$ cat src/rtl/priority_load_shedding_controller_defines.svh
// Assertion macros used by the load shedding controller datapath
`ifndef PRIORITY_LOAD_SHEDDING_CONTROLLER_DEFINES_SVH
`define PRIORITY_LOAD_SHEDDING_CONTROLLER_DEFINES_SVH

// Same-cycle implication, checked outside reset
`define PLSC_ASSERT_IMP(lbl, clk, rstn, ante, cons, msg) \
  lbl: assert property (@(posedge clk) disable iff (!rstn) (ante) |-> (cons)) else $error(msg);

// Next-cycle implication, checked outside reset
`define PLSC_ASSERT_NXT(lbl, clk, rstn, ante, cons, msg) \
  lbl: assert property (@(posedge clk) disable iff (!rstn) (ante) |=> (cons)) else $error(msg);

`endif

$ cat src/rtl/plsc_pkg.sv
// Package: types, codes and constants of the load shedding controller
`timescale 1ns / 1ps
package plsc_pkg;

  localparam int MAX_LOADS_DEF  = 16;
  localparam int POWER_BITS_DEF = 16;

  localparam int TOTAL_W = 20;
  localparam logic [TOTAL_W-1:0] TOTAL_MAX = 20'hFFFFF;
  localparam logic [TOTAL_W-1:0] PLIM_RST  = 20'd5000;
  localparam logic [TOTAL_W-1:0] WLIM_RST  = 20'd4500;

  localparam int CFG_W     = 20;
  localparam int CFG_IDX_W = 1;
  localparam logic [CFG_IDX_W-1:0] REG_POWER_LIMIT   = 1'd0;
  localparam logic [CFG_IDX_W-1:0] REG_WARNING_LIMIT = 1'd1;

  localparam logic [1:0] OP_CONNECT    = 2'd0;
  localparam logic [1:0] OP_SET_MODE   = 2'd1;
  localparam logic [1:0] OP_DISCONNECT = 2'd2;
  localparam logic [1:0] OP_TICK       = 2'd3;

  localparam logic [1:0] MODE_OFF     = 2'd0;
  localparam logic [1:0] MODE_NORMAL  = 2'd1;
  localparam logic [1:0] MODE_LIMITED = 2'd2;

  localparam logic [1:0] LVL_LOW  = 2'd0;
  localparam logic [1:0] LVL_WARN = 2'd1;
  localparam logic [1:0] LVL_OVER = 2'd2;

  localparam logic [1:0] ERR_OK      = 2'd0;
  localparam logic [1:0] ERR_FULL    = 2'd1;
  localparam logic [1:0] ERR_UNKNOWN = 2'd2;

  localparam logic KIND_CMD    = 1'b0;
  localparam logic KIND_STATUS = 1'b1;

  typedef struct packed {
    logic [1:0]  operation;
    logic [15:0] device_id;
    logic [15:0] normal_power;
    logic [15:0] limited_power;
    logic [7:0]  priority_req;
    logic [1:0]  mode;
  } in_item_t;

  typedef struct packed {
    logic              kind;
    logic [15:0]       target_id;
    logic [1:0]        new_mode;
    logic [TOTAL_W-1:0] total_power;
    logic [1:0]        level;
    logic              warning_event;
    logic [1:0]        error;
    logic              last;
  } out_item_t;

  // Controller to datapath
  typedef struct packed {
    logic latch_in;
    logic walk_clr;
    logic walk_step;
    logic find_step;
    logic apply;
    logic sum_step;
    logic classify;
    logic lim_emit;
    logic scan_step;
    logic shed_emit;
    logic stat_emit;
  } cmd_t;

  // Datapath to controller
  typedef struct packed {
    logic walk_last;
    logic is_tick;
    logic overload;
    logic lim_hit;
    logic over;
    logic best_valid;
    logic out_free;
  } sts_t;

endpackage

$ cat src/rtl/plsc_ctrl.sv
// Sequencer of the load shedding controller
`timescale 1ns / 1ps
module plsc_ctrl (
  input  logic          clk,
  input  logic          rst_n,
  input  logic          in_valid,
  output logic          in_stall,
  input  plsc_pkg::sts_t sts,
  output plsc_pkg::cmd_t cmd
);
  import plsc_pkg::*;

  typedef enum logic [3:0] {
    S_IDLE, S_FIND, S_APPLY, S_SUM, S_CLASS, S_LIMIT,
    S_SSUM, S_SCHK, S_SCAN, S_SHED, S_STAT
  } state_t;

  state_t state_r, state_nxt;

  assign in_stall = (state_r != S_IDLE);

  always_comb begin
    state_nxt = state_r;
    cmd       = '0;
    case (state_r)
      S_IDLE: begin
        if (in_valid) begin
          cmd.latch_in = 1'b1;
          cmd.walk_clr = 1'b1;
          state_nxt    = S_FIND;
        end
      end
      S_FIND: begin
        cmd.find_step = 1'b1;
        cmd.walk_step = 1'b1;
        if (sts.walk_last) state_nxt = S_APPLY;
      end
      S_APPLY: begin
        cmd.apply    = 1'b1;
        cmd.walk_clr = 1'b1;
        state_nxt    = S_SUM;
      end
      S_SUM: begin
        cmd.sum_step  = 1'b1;
        cmd.walk_step = 1'b1;
        if (sts.walk_last) state_nxt = S_CLASS;
      end
      S_CLASS: begin
        cmd.classify = 1'b1;
        cmd.walk_clr = 1'b1;
        state_nxt    = S_STAT;
      end
      S_LIMIT: begin
        if (!sts.lim_hit || sts.out_free) begin
          cmd.lim_emit  = sts.lim_hit;
          cmd.walk_step = 1'b1;
          if (sts.walk_last) begin
            cmd.walk_clr = 1'b1;
            state_nxt    = S_SSUM;
          end
        end
      end
      S_SSUM: begin
        cmd.sum_step  = 1'b1;
        cmd.walk_step = 1'b1;
        if (sts.walk_last) state_nxt = S_SCHK;
      end
      S_SCHK: begin
        cmd.walk_clr = 1'b1;
        state_nxt    = sts.over ? S_SCAN : S_STAT;
      end
      S_SCAN: begin
        cmd.scan_step = 1'b1;
        cmd.walk_step = 1'b1;
        if (sts.walk_last) state_nxt = S_SHED;
      end
      S_SHED: begin
        if (!sts.best_valid) begin
          state_nxt = S_STAT;
        end else if (sts.out_free) begin
          cmd.shed_emit = 1'b1;
          cmd.walk_clr  = 1'b1;
          state_nxt     = S_SSUM;
        end
      end
      S_STAT: begin
        if (sts.out_free) begin
          cmd.stat_emit = 1'b1;
          state_nxt     = S_IDLE;
        end
      end
      default: state_nxt = S_IDLE;
    endcase
    // a tick that classifies as overload walks the limit pass first
    if (state_r == S_CLASS && sts.is_tick && sts.overload) state_nxt = S_LIMIT;
  end

  always_ff @(posedge clk) begin
    if (!rst_n) state_r <= S_IDLE;
    else        state_r <= state_nxt;
  end

endmodule

$ cat src/rtl/plsc_dp.sv
// Datapath: load table, power accumulator, ratio compare, result register
`timescale 1ns / 1ps
`include "priority_load_shedding_controller_defines.svh"
module plsc_dp #(
  parameter int MAX_LOADS  = plsc_pkg::MAX_LOADS_DEF,
  parameter int POWER_BITS = plsc_pkg::POWER_BITS_DEF
) (
  input  logic                           clk,
  input  logic                           rst_n,
  input  plsc_pkg::in_item_t             in_data,
  input  logic                           cfg_we,
  input  logic [plsc_pkg::CFG_IDX_W-1:0] cfg_index,
  input  logic [plsc_pkg::CFG_W-1:0]     cfg_wdata,
  output logic                           out_valid,
  input  logic                           out_stall,
  output plsc_pkg::out_item_t            out_data,
  input  plsc_pkg::cmd_t                 cmd,
  output plsc_pkg::sts_t                 sts
);
  import plsc_pkg::*;

  localparam int IDX_W  = (MAX_LOADS > 1) ? $clog2(MAX_LOADS) : 1;
  localparam int SUM_W  = ((POWER_BITS > TOTAL_W) ? POWER_BITS : TOTAL_W) + 1;
  localparam int PROD_W = POWER_BITS + 8;
  localparam logic [IDX_W-1:0] IDX_LAST = IDX_W'(MAX_LOADS - 1);

  logic [15:0]           slot_id_r  [MAX_LOADS];
  logic [POWER_BITS-1:0] slot_np_r  [MAX_LOADS];
  logic [POWER_BITS-1:0] slot_lp_r  [MAX_LOADS];
  logic [7:0]            slot_pri_r [MAX_LOADS];
  logic [1:0]            slot_mode_r[MAX_LOADS];

  logic [TOTAL_W-1:0] plim_r, wlim_r;
  logic [1:0]  op_r, md_r;
  logic [15:0] id_r;
  logic [POWER_BITS-1:0] np_r, lp_r;
  logic [7:0]  pr_r;

  logic [IDX_W-1:0] idx_r;
  logic match_r, free_r;
  logic [IDX_W-1:0] match_idx_r, free_idx_r;
  logic [TOTAL_W-1:0] acc_r, acc_nxt;
  logic [1:0] lvl_r, err_r;
  logic ev_r, latch_r;
  logic best_r;
  logic [IDX_W-1:0] best_idx_r;
  logic [POWER_BITS-1:0] best_pow_r;
  logic [7:0] best_pri_r;
  logic out_valid_r;
  out_item_t out_r;

  logic [15:0] cur_id;
  logic [1:0]  cur_mode;
  logic [7:0]  cur_pri;
  logic [POWER_BITS-1:0] cur_pow;
  logic [TOTAL_W-1:0] acc_base;
  logic [SUM_W-1:0] sum;
  logic [PROD_W-1:0] prod_cur, prod_best;
  logic greater, take;
  logic [IDX_W-1:0] tgt;
  logic [1:0] lvl_new;

  assign cur_id   = slot_id_r[idx_r];
  assign cur_mode = slot_mode_r[idx_r];
  assign cur_pri  = slot_pri_r[idx_r];
  assign cur_pow  = (cur_mode == MODE_NORMAL)  ? slot_np_r[idx_r] :
                    (cur_mode == MODE_LIMITED) ? slot_lp_r[idx_r] : '0;

  // a sum walk restarts at slot zero; the last total holds until the next walk
  assign acc_base = (idx_r == '0) ? '0 : acc_r;
  assign sum     = SUM_W'(acc_base) + SUM_W'(cur_pow);
  assign acc_nxt = (sum > SUM_W'(TOTAL_MAX)) ? TOTAL_MAX : sum[TOTAL_W-1:0];

  assign prod_cur  = PROD_W'(cur_pow) * PROD_W'(best_pri_r);
  assign prod_best = PROD_W'(best_pow_r) * PROD_W'(cur_pri);
  always_comb begin
    if (best_pri_r == 8'd0)  greater = 1'b0;
    else if (cur_pri == 8'd0) greater = 1'b1;
    else                      greater = prod_cur > prod_best;
  end
  assign take = (cur_id != 16'd0) && (cur_mode != MODE_OFF) && (!best_r || greater);

  assign tgt = match_r ? match_idx_r : free_idx_r;
  assign lvl_new = (acc_r >= plim_r) ? LVL_OVER : (acc_r >= wlim_r) ? LVL_WARN : LVL_LOW;

  assign sts.walk_last  = (idx_r == IDX_LAST);
  assign sts.is_tick    = (op_r == OP_TICK);
  assign sts.overload   = (lvl_new == LVL_OVER);
  assign sts.lim_hit    = (cur_id != 16'd0) && (cur_mode == MODE_NORMAL);
  assign sts.over       = (acc_r >= plim_r);
  assign sts.best_valid = best_r;
  assign sts.out_free   = !out_valid_r || !out_stall;

  assign out_valid = out_valid_r;
  assign out_data  = out_r;

  always_ff @(posedge clk) begin
    if (!rst_n) begin
      for (int i = 0; i < MAX_LOADS; i++) begin
        slot_id_r[i]   <= '0;
        slot_np_r[i]   <= '0;
        slot_lp_r[i]   <= '0;
        slot_pri_r[i]  <= '0;
        slot_mode_r[i] <= MODE_OFF;
      end
      plim_r      <= PLIM_RST;
      wlim_r      <= WLIM_RST;
      latch_r     <= 1'b0;
      out_valid_r <= 1'b0;
      idx_r       <= '0;
      best_r      <= 1'b0;
    end else begin
      if (cfg_we) begin
        if (cfg_index == REG_POWER_LIMIT)   plim_r <= cfg_wdata[TOTAL_W-1:0];
        if (cfg_index == REG_WARNING_LIMIT) wlim_r <= cfg_wdata[TOTAL_W-1:0];
      end

      if (cmd.latch_in) begin
        op_r    <= in_data.operation;
        id_r    <= in_data.device_id;
        np_r    <= POWER_BITS'(in_data.normal_power);
        lp_r    <= POWER_BITS'(in_data.limited_power);
        pr_r    <= in_data.priority_req;
        md_r    <= in_data.mode;
        match_r <= 1'b0;
        free_r  <= 1'b0;
        err_r   <= ERR_OK;
        ev_r    <= 1'b0;
      end

      if (cmd.walk_clr)       idx_r <= '0;
      else if (cmd.walk_step) idx_r <= idx_r + IDX_W'(1);
      if (cmd.walk_clr) best_r <= 1'b0;

      if (cmd.find_step) begin
        if (!match_r && id_r != 16'd0 && cur_id == id_r) begin
          match_r     <= 1'b1;
          match_idx_r <= idx_r;
        end
        if (!free_r && cur_id == 16'd0) begin
          free_r     <= 1'b1;
          free_idx_r <= idx_r;
        end
      end

      if (cmd.apply) begin
        case (op_r)
          OP_CONNECT: begin
            if (id_r == 16'd0) err_r <= ERR_UNKNOWN;
            else if (!match_r && !free_r) err_r <= ERR_FULL;
            else begin
              slot_id_r[tgt]   <= id_r;
              slot_np_r[tgt]   <= np_r;
              slot_lp_r[tgt]   <= lp_r;
              slot_pri_r[tgt]  <= pr_r;
              slot_mode_r[tgt] <= MODE_OFF;
            end
          end
          OP_SET_MODE: begin
            if (!match_r) err_r <= ERR_UNKNOWN;
            else if (md_r != 2'd3) slot_mode_r[match_idx_r] <= md_r;
          end
          OP_DISCONNECT: begin
            if (!match_r) err_r <= ERR_UNKNOWN;
            else begin
              slot_id_r[match_idx_r]   <= '0;
              slot_np_r[match_idx_r]   <= '0;
              slot_lp_r[match_idx_r]   <= '0;
              slot_pri_r[match_idx_r]  <= '0;
              slot_mode_r[match_idx_r] <= MODE_OFF;
            end
          end
          default: ;
        endcase
      end

      if (cmd.sum_step) acc_r <= acc_nxt;

      if (cmd.classify) begin
        lvl_r <= lvl_new;
        if (lvl_new == LVL_LOW) latch_r <= 1'b0;
        else if (!latch_r) begin
          latch_r <= 1'b1;
          ev_r    <= 1'b1;
        end
      end

      if (cmd.scan_step && take) begin
        best_r     <= 1'b1;
        best_idx_r <= idx_r;
        best_pow_r <= cur_pow;
        best_pri_r <= cur_pri;
      end

      // load a new result if one is due, else drain a transfer
      if (cmd.lim_emit || cmd.shed_emit || cmd.stat_emit) out_valid_r <= 1'b1;
      else if (!out_stall)                                out_valid_r <= 1'b0;
      if (cmd.lim_emit) begin
        slot_mode_r[idx_r] <= MODE_LIMITED;
        out_r <= '{kind: KIND_CMD, target_id: cur_id, new_mode: MODE_LIMITED,
                   default: '0};
      end
      if (cmd.shed_emit) begin
        slot_mode_r[best_idx_r] <= MODE_OFF;
        out_r <= '{kind: KIND_CMD, target_id: slot_id_r[best_idx_r], new_mode: MODE_OFF,
                   default: '0};
      end
      if (cmd.stat_emit) begin
        out_r <= '{kind: KIND_STATUS, target_id: 16'd0, new_mode: MODE_OFF,
                   total_power: acc_r, level: lvl_r, warning_event: ev_r,
                   error: err_r, last: 1'b1};
      end
    end
  end

  `PLSC_ASSERT_IMP(a_emit_free, clk, rst_n, (cmd.lim_emit || cmd.shed_emit || cmd.stat_emit), sts.out_free, "result loaded while the output register is busy")
  `PLSC_ASSERT_IMP(a_emit_one, clk, rst_n, 1'b1, $onehot0({cmd.lim_emit, cmd.shed_emit, cmd.stat_emit}), "two results loaded in one cycle")
  `PLSC_ASSERT_IMP(a_shed_live, clk, rst_n, cmd.shed_emit, (slot_id_r[best_idx_r] != 16'd0 && slot_mode_r[best_idx_r] != MODE_OFF), "shedding a load that is free or already off")
  `PLSC_ASSERT_NXT(a_err_code, clk, rst_n, cmd.apply, (err_r == ERR_OK || err_r == ERR_FULL || err_r == ERR_UNKNOWN), "illegal error code after apply")

endmodule

$ cat src/rtl/priority_load_shedding_controller.sv
// Top level: priority load shedding controller (sequencer plus datapath)
// Flow: an item without shedding passes an id lookup walk, the apply step, a sum walk,
// classify and the status report. An overload tick adds a limit pass, a re-sum and a check,
// then per shed load a scan walk, the shed command, a re-sum and a check, and a final scan
// when nothing is left on; result stalls hold the sequence.
// Reset (synchronous, rst_n low): table cleared, limits 5000/4500, warning latch clear.
`timescale 1ns / 1ps
module priority_load_shedding_controller #(
  parameter int MAX_LOADS  = plsc_pkg::MAX_LOADS_DEF,
  parameter int POWER_BITS = plsc_pkg::POWER_BITS_DEF
) (
  input  logic                           clk,
  input  logic                           rst_n,
  input  logic                           in_valid,
  output logic                           in_stall,
  input  plsc_pkg::in_item_t             in_data,
  output logic                           out_valid,
  input  logic                           out_stall,
  output plsc_pkg::out_item_t            out_data,
  input  logic                           cfg_we,
  input  logic [plsc_pkg::CFG_IDX_W-1:0] cfg_index,
  input  logic [plsc_pkg::CFG_W-1:0]     cfg_wdata
);
  import plsc_pkg::*;

  cmd_t cmd;
  sts_t sts;

  // Sequencer: accepts a transfer only when idle, then steps the table walks.
  plsc_ctrl u_ctrl (
    .clk      (clk),
    .rst_n    (rst_n),
    .in_valid (in_valid),
    .in_stall (in_stall),
    .sts      (sts),
    .cmd      (cmd)
  );

  // Datapath: holds the table, sums power, picks the load to shed and
  // keeps the result register so a finished result waits without blocking.
  plsc_dp #(
    .MAX_LOADS  (MAX_LOADS),
    .POWER_BITS (POWER_BITS)
  ) u_dp (
    .clk       (clk),
    .rst_n     (rst_n),
    .in_data   (in_data),
    .cfg_we    (cfg_we),
    .cfg_index (cfg_index),
    .cfg_wdata (cfg_wdata),
    .out_valid (out_valid),
    .out_stall (out_stall),
    .out_data  (out_data),
    .cmd       (cmd),
    .sts       (sts)
  );

endmodule

$ cat config.mk
export PLATFORM = sky130hd
export DESIGN_NAME = priority_load_shedding_controller
export DESIGN_NICKNAME = d
export VERILOG_FILES = /design/src/rtl/plsc_pkg.sv /design/src/rtl/plsc_ctrl.sv /design/src/rtl/plsc_dp.sv /design/src/rtl/priority_load_shedding_controller.sv
export VERILOG_INCLUDE_DIRS = /design/src /design/src/rtl
export SDC_FILE = /design/constraint.sdc
export NUM_CORES = 2
export LEC_CHECK = 0
export ABC_CLOCK_PERIOD_IN_PS = 18500
export BUFFER_PORTS_ARGS = -buffer_cell sky130_fd_sc_hd__buf_4
export CAP_MARGIN = 20
export CORE_AREA = 2 2 334 336
export CTS_CLUSTER_SIZE = 40
export DETAILED_ROUTE_END_ITERATION = 8
export DIE_AREA = 0 0 336 338
export HOLD_SLACK_MARGIN = 0.03
export PLACE_DENSITY = 0.78
export SYNTH_ARGS = -nofsm -noshare
export SYNTH_HDL_FRONTEND = slang
export SYNTH_SLANG_ARGS = --single-unit
$ cat constraint.sdc
create_clock -name clk -period 18.5 [get_ports clk]
set_input_delay 3.7 -clock clk [delete_from_list [all_inputs] [get_ports clk]]
set_output_delay 3.7 -clock clk [all_outputs]
set_load 0.05 [all_outputs]
==> Word-level counts from Yosys, hierarchy flattened <==
Memory sizes are Yosys's and may differ from the RTL's. A register that Yosys moved wholly into a read port is not among the register bits.
Cells that the tools add are included.
{ "op_classes": {"n_addsub": 2, "n_mul": 2, "n_lt_le_gt_ge": 4, "n_eq_ne": 38, "muxes": 134, "bitwise": 3, "reduce_logical": 65} }
{ "ops": {"columns": ["cell", "count"], "rows": [
  ["$mux 4", 34],
  ["$mux 16", 8],
  ["$reduce_or 16->1", 6],
  ["$mux 45", 2],
  ["$mux 1", 67],
  ["$mul 16x8->24", 2],
  ["$pmux 4 s11", 1],
  ["$ge 20x20->1", 2],
  ["$logic_not 16->1", 2],
  ["$reduce_bool 16->1", 2],
  ["$mux 2", 14],
  ["$mux 26", 1],
  ["$gt 24x24->1", 1],
  ["$add 20x16->21", 1],
  ["$gt 21x20->1 const B", 1],
  ["$mux 20", 1],
  ["$ne 3x2->1 const B", 6],
  ["$reduce_and 9->1", 2],
  ["$reduce_or 2->1", 9],
  ["$eq 16x16->1", 1],
  ["$eq 4x3->1 const B", 4],
  ["$eq 4x4->1 const B", 4],
  ["$logic_not 8->1", 2],
  ["$mux 8", 2],
  ["29 further kinds", 73]
]} }
{ "word_totals": {"ff_bits": 218, "mem_bits_rw": 928, "inputBits": 86, "wordCells": 286, "memories": 5} }
{ "memory_table": {"columns": ["name", "words", "width", "rd", "rd_ports_with_merged_regs", "write_ports", "line", "rtl"], "rows": [
  ["u_dp.slot_id_r", 16, 16, 2, 2, 16, "plsc_dp.sv:27", "logic [15:0] slot_id_r [MAX_LOADS];"],
  ["u_dp.slot_lp_r", 16, 16, 1, 1, 16, "plsc_dp.sv:29", "logic [POWER_BITS-1:0] slot_lp_r [MAX_LOADS];"],
  ["u_dp.slot_np_r", 16, 16, 1, 1, 16, "plsc_dp.sv:28", "logic [POWER_BITS-1:0] slot_np_r [MAX_LOADS];"],
  ["u_dp.slot_pri_r", 16, 8, 1, 1, 16, "plsc_dp.sv:30", "logic [7:0] slot_pri_r [MAX_LOADS];"],
  ["u_dp.slot_mode_r", 16, 2, 1, 1, 16, "plsc_dp.sv:31", "logic [1:0] slot_mode_r[MAX_LOADS];"]
]} }

==> Longest topological paths before layout <==
{ "depth": {"word_depth": 13, "ltp_mapped": 40} }

==> Cells and area by module <==
From an unflattened synthesis, not the netlist that was laid out.
{ "hier_totals": {"cells_unflattened": 4711, "hier_area_um2": 61096.1} }
{ "by_module_without_submodules": {"columns": ["module", "instances", "cells_per_inst", "area_per_inst_um2"], "rows": [
  ["plsc_dp", 1, 4638, 60605.6],
  ["plsc_ctrl", 1, 73, 490.5]
]} }

==> Least setup slack after synthesis <==
OpenSTA, ideal clock, no wires.
{ "synth_path": {"kind": "register to register", "start": "register (tool-made name)", "end": "register (tool-made name)", "setup_ns": 0.121, "arrival_time_ns": 10.596, "required_ns": 18.379, "setup_slack_ns": 7.782, "stages_incl_launch_ff": 37, "n_path_buf": 6, "period_less_slack_ns": 10.718, "path_cell_list": "dfxtp_1 buf_6 buf_6 buf_6 buf_2 clkbuf_1 buf_1 mux4_2 mux4_2 a22o_1 and2_1 fa_1 inv_1 fa_1 inv_1 fa_1 inv_1 fa_1 inv_1 ha_1 o21a_1 a21oi_1 a21oi_1 a2111oi_0 o21ai_0 and4_1 a2111oi_0 a21oi_1 xnor2_1 ha_1 nand3_1 o21ai_0 o21ai_0 nor2_1 o21ai_1 a2111oi_4 mux2_4"} }

==> run_results.csv <==
group,metric,value,unit
placed_design,placed_area,62450,µm²
yosys,synth_edf_count,1094,
critical_path,worst-r2r-setup-slack,6.86,ns
critical_path,worstSetupEndpointType,"register",
placed_design,port_buffers,131,
clock_tree,cts.reportedPaths.clkPinSlew,0.06,ns
power_and_ir_drop,share_comb_of_total_power,37.4,%
hold_path,min_to,"u_dp.wlim_r[1]",
route,viasPerCell,6.446,
hold_path,min_path_type,"register to register",
yosys,yosys_warnings,0,
yosys,syn_inst,4559,
floorplan,die_area,113600,µm²
critical_path,cp_common_cell,"fa_1",
timing,fin_worst_skew,0.08001,ns
timing,final.period_utilization,62.93,%
yosys,synthArstFlopShare,0,%
cells_and_area,areaGrowthSynthToFinish,9.755,%
clock_tree,post_cts_buffers,0,
cells_and_area,stdcell_count,6123,
power_and_ir_drop,total_leakage_power,24.83,nW
critical_path,crit_arrival,11.96,ns
critical_path,reg2reg_depth,28,
timing,fin_ws,6.858,ns
timing,max_freq,0.08589,GHz
yosys,ys.flop_type,"edfxtp_1",
placed_design,dp_slack,6.976,ns
power_and_ir_drop,clockPowerShare,26.3,%
power_and_ir_drop,p_per_area,127.7,nW/µm²
floorplan,initial_utilization,54.68,%
power_and_ir_drop,total_power,0.008436,W
placed_design,dp.cells,5914,
cells_and_area,finalInstanceArea,66050,µm²
run,drv_cap,0,
power_and_ir_drop,p_sw,0.002890,W
clock_tree,cts_root_buf,"clkbuf_16",
yosys,ys_ff_latch,1153,
route,wl_per_cell,27.29,µm
global_routing,antenna_found_initial,4,
timing,relSlewSlack,18.22,%
global_routing,grt_overflow,0,
global_routing,grt_pass1_vias,39850,
global_routing,grt_start_max_net_pins,131,
timing,finalHoldViolCount,0,
hold_path,hold_start,"u_dp.wlim_r[1]",
clock_tree,cts_sinks,1153,
yosys,syn_nets,4989,
floorplan,die_h,338,µm
route,antenna_left,0,
critical_path,r2r_end,"u_dp.best_pow_r[4]",
timing,drv_slew,0,
critical_path,crit_required,18.82,ns
timing,rsz0062_at_grt,"no",
route,finalWirelength,167100,µm
timing,worstMarginPinSlew,1.227,ns
global_routing,track_usage,29.66,%
cells_and_area,fillers,8036,
route,first_iter_violations,6035,
hold_path,hold_depth,2,
power_and_ir_drop,power_frac_seq,36.3,%
clock_tree,ctsResizeCount,0,
yosys,yosysSeqAreaShare,56.55,%
critical_path,startpoint_type,"register",
global_routing,grt_pass1_wl,248800,µm
floorplan,ioPinCount,133,
critical_path,worst-setup-path-type,"register to register",
timing,finalSetupViolCount,0,
critical_path,crit_fanout,80,
run_status,status,"finished clean",
route,drc_errors,0,
route,dr.pass1.iters,6,
critical_path,slowest_delay,0.88,ns
clock_tree,clock_path_buffers,3,
floorplan,rows,122,
route,vias,39470,
yosys,ys_types,67,
floorplan,fp.coreArea,110100,µm²
clock_tree,hold_buffers,0,
power_and_ir_drop,internal_power,0.005546,W
yosys,syn_area,60180,µm²
critical_path,critPathSlowestCell,"dfxtp_4",
clock_tree,htreeDepth,3,
cells_and_area,fin_nets,4972,
clock_tree,cts_tree,"built",
power_and_ir_drop,power_switching_share,34.26,%
floorplan,die_x,336,µm
timing,min_period,11.64,ns
clock_tree,clkLatencyLatePin,0.74,ns
power_and_ir_drop,peakVddDrop,0.1135,mV
timing,fin_tns_setup,0,ns
yosys,syn-mean-instance-area,13.20,µm²
placed_design,dpl.hpwl,93120,µm
placed_design,gp_congestion,0.8604,
cells_and_area,final_layout_size_suffix_gt1_share,16.43,%
clock_tree,cts_made_buffers,110,
-- Yosys cell counts, drive strengths merged (4+ instances only) --
master | instances | area [µm²]
a22o | 35 | 306.5
inv | 287 | 1077
a2111oi | 5 | 62.56
and3 | 6 | 37.54
mux2 | 8 | 101.3
mux4 | 353 | 7950
nor2 | 981 | 3682
dfxtp | 59 | 1181
a22oi | 32 | 240.2
xor2 | 32 | 280.3
or2 | 11 | 68.82
o21ai | 58 | 290.3
a21o | 32 | 240.2
o221ai | 4 | 35.03
buf | 98 | 461.7
ha | 175 | 2190
nand3 | 22 | 110.1
edfxtp | 1094 | 32850
mux2i | 14 | 140.1
xnor2 | 34 | 297.8
o21a | 11 | 82.58
a31oi | 5 | 31.28
o21bai | 8 | 71.32
a211o | 4 | 35.03
o31ai | 4 | 30.03
or3 | 4 | 25.02
a21oi | 86 | 430.4
nand2b | 17 | 106.4
nor4 | 20 | 125.1
clkbuf | 213 | 802.0
a211oi | 6 | 45.04
nor2b | 20 | 125.1
nand4 | 15 | 93.84
o41ai | 4 | 35.03
fa | 169 | 3383
nand2 | 340 | 1276
nor3 | 61 | 345.3
and2 | 192 | 1201
o211ai | 14 | 105.1
-- cell families (layout without fill, tap and decap cells) --
group | Yosys count | after routing | share of synthesized area [%]
DFF | 1153 | 1153 | 56.55
muxes | 375 | 375 | 13.61
buffers and inverters | 598 | 672 | 3.890
adders and majority gates | 344 | 344 | 9.260
xor gates and xnor gates | 66 | 66 | 0.9605
other | 1 | 3 | 0.006231
AOI/OAI and AO/OA | 326 | 326 | 3.667
and+or+nand+nor | 1696 | 1696 | 12.05
-- flip-flops by register name (all words and copies together) (netlist names), 4 cells and up, named ones only --
signal            count
u_dp.slot_np_r      256
u_dp.best_pow_r      16
u_dp.pr_r             8
u_dp.plim_r          20
u_dp.best_pri_r       8
u_dp.out_data        43
u_dp.slot_lp_r      256
u_dp.free_idx_r       4
u_dp.id_r            16
u_ctrl.state_r        4
u_dp.acc_r           20
u_dp.slot_mode_r     32
u_dp.wlim_r          20
u_dp.slot_id_r      256
u_dp.best_idx_r       4
u_dp.idx_r            4
u_dp.lp_r            16
u_dp.match_idx_r      4
u_dp.slot_pri_r     128
u_dp.np_r            16
-- metal layers --
metal	up-vias	global-route usage (%)	wire [µm]
met5	-	0	17
met3	516	7.654	24220
met1	19460	39.65	57620
met2	3236	47.12	78410
li1	16260	-	-
met4	2	11.33	6830
-- power by group through the flow --
| stage | clock, W | sequential (W) | combinational [W] |
|---|---|---|---|
| after floorplan | 0 | 0.00305 | 0.00242 |
| after global placement | 0 | 0.00310 | 0.00304 |
| after detailed placement | 0 | 0.00311 | 0.00313 |
| after CTS | 0.00222 | 0.00306 | 0.00316 |
| after global routing | 0.00232 | 0.00307 | 0.00351 |
| final | 0.00222 | 0.00306 | 0.00316 |
-- metrics by stage --
| step | util (%) | hold slack, ns |
|---|---|---|
| CTS | 59.91 | 0.4543 |
| floorplan | - | 0.4363 |
| detailed placement | 56.75 | 0.4465 |
| global placement | 56.75 | 0.4413 |
| finish | 60.01 | 0.4554 |
| global route | 60.01 | 0.4749 |
-- how the worst max path moves through the flow --
stage                              end  cells past startpoint
finish              u_dp.best_pow_r[4]                     28
floorplan                     register                     36
CTS                 u_dp.best_pow_r[4]                     28
global route        u_dp.best_pow_r[4]                     28
detailed placement  u_dp.best_pow_r[2]                     28
global placement    u_dp.best_pow_r[1]                     28
-- layout make-up --
| class | count | area [µm²] | area share (%) |
|---|---|---|---|
| sequential | 1153 | 34050 | 51.56 |
| multi-input combinational | 2808 | 24090 | 36.47 |
| clock buffer | 137 | 2885 | 4.368 |
| tap | 1488 | 1862 | 2.819 |
| timing repair buffer | 182 | 1484 | 2.247 |
| inverter | 287 | 1077 | 1.631 |
| clock inverter | 66 | 598.1 | 0.9055 |
| antenna | 2 | 5.005 | 0.007577 |
-- cells in the final DEF, fill, tap and decap left out, types with 22 or more instances in the layout --
master / instances
a22o_1: 35
fa_1: 169
clkbuf_1: 25
ha_1: 175
nand2_4: 32
xnor2_1: 34
clkbuf_16: 111
nand3_1: 22
o21ai_0: 49
dfxtp_1: 53
nand2_1: 308
a22oi_1: 32
a21oi_1: 86
and2_1: 192
mux4_2: 353
inv_1: 286
edfxtp_1: 1094
nor3_1: 52
nor2_1: 978
buf_4: 175
clkinv_1: 27
a21o_1: 32
xor2_1: 32
-- critical path: cells and delay by family, from the launching register on --
kind	cells	cell delay [ns]
DFF	1	0.88
muxes	2	1.12
adders and majority gates	6	2.59
and+or+nand+nor	5	0.92
AOI/OAI and AO/OA	9	3.43
xor gates and xnor gates	1	0.17
buffers and inverters	5	1.87
Power figures use the tool's default switching activity.
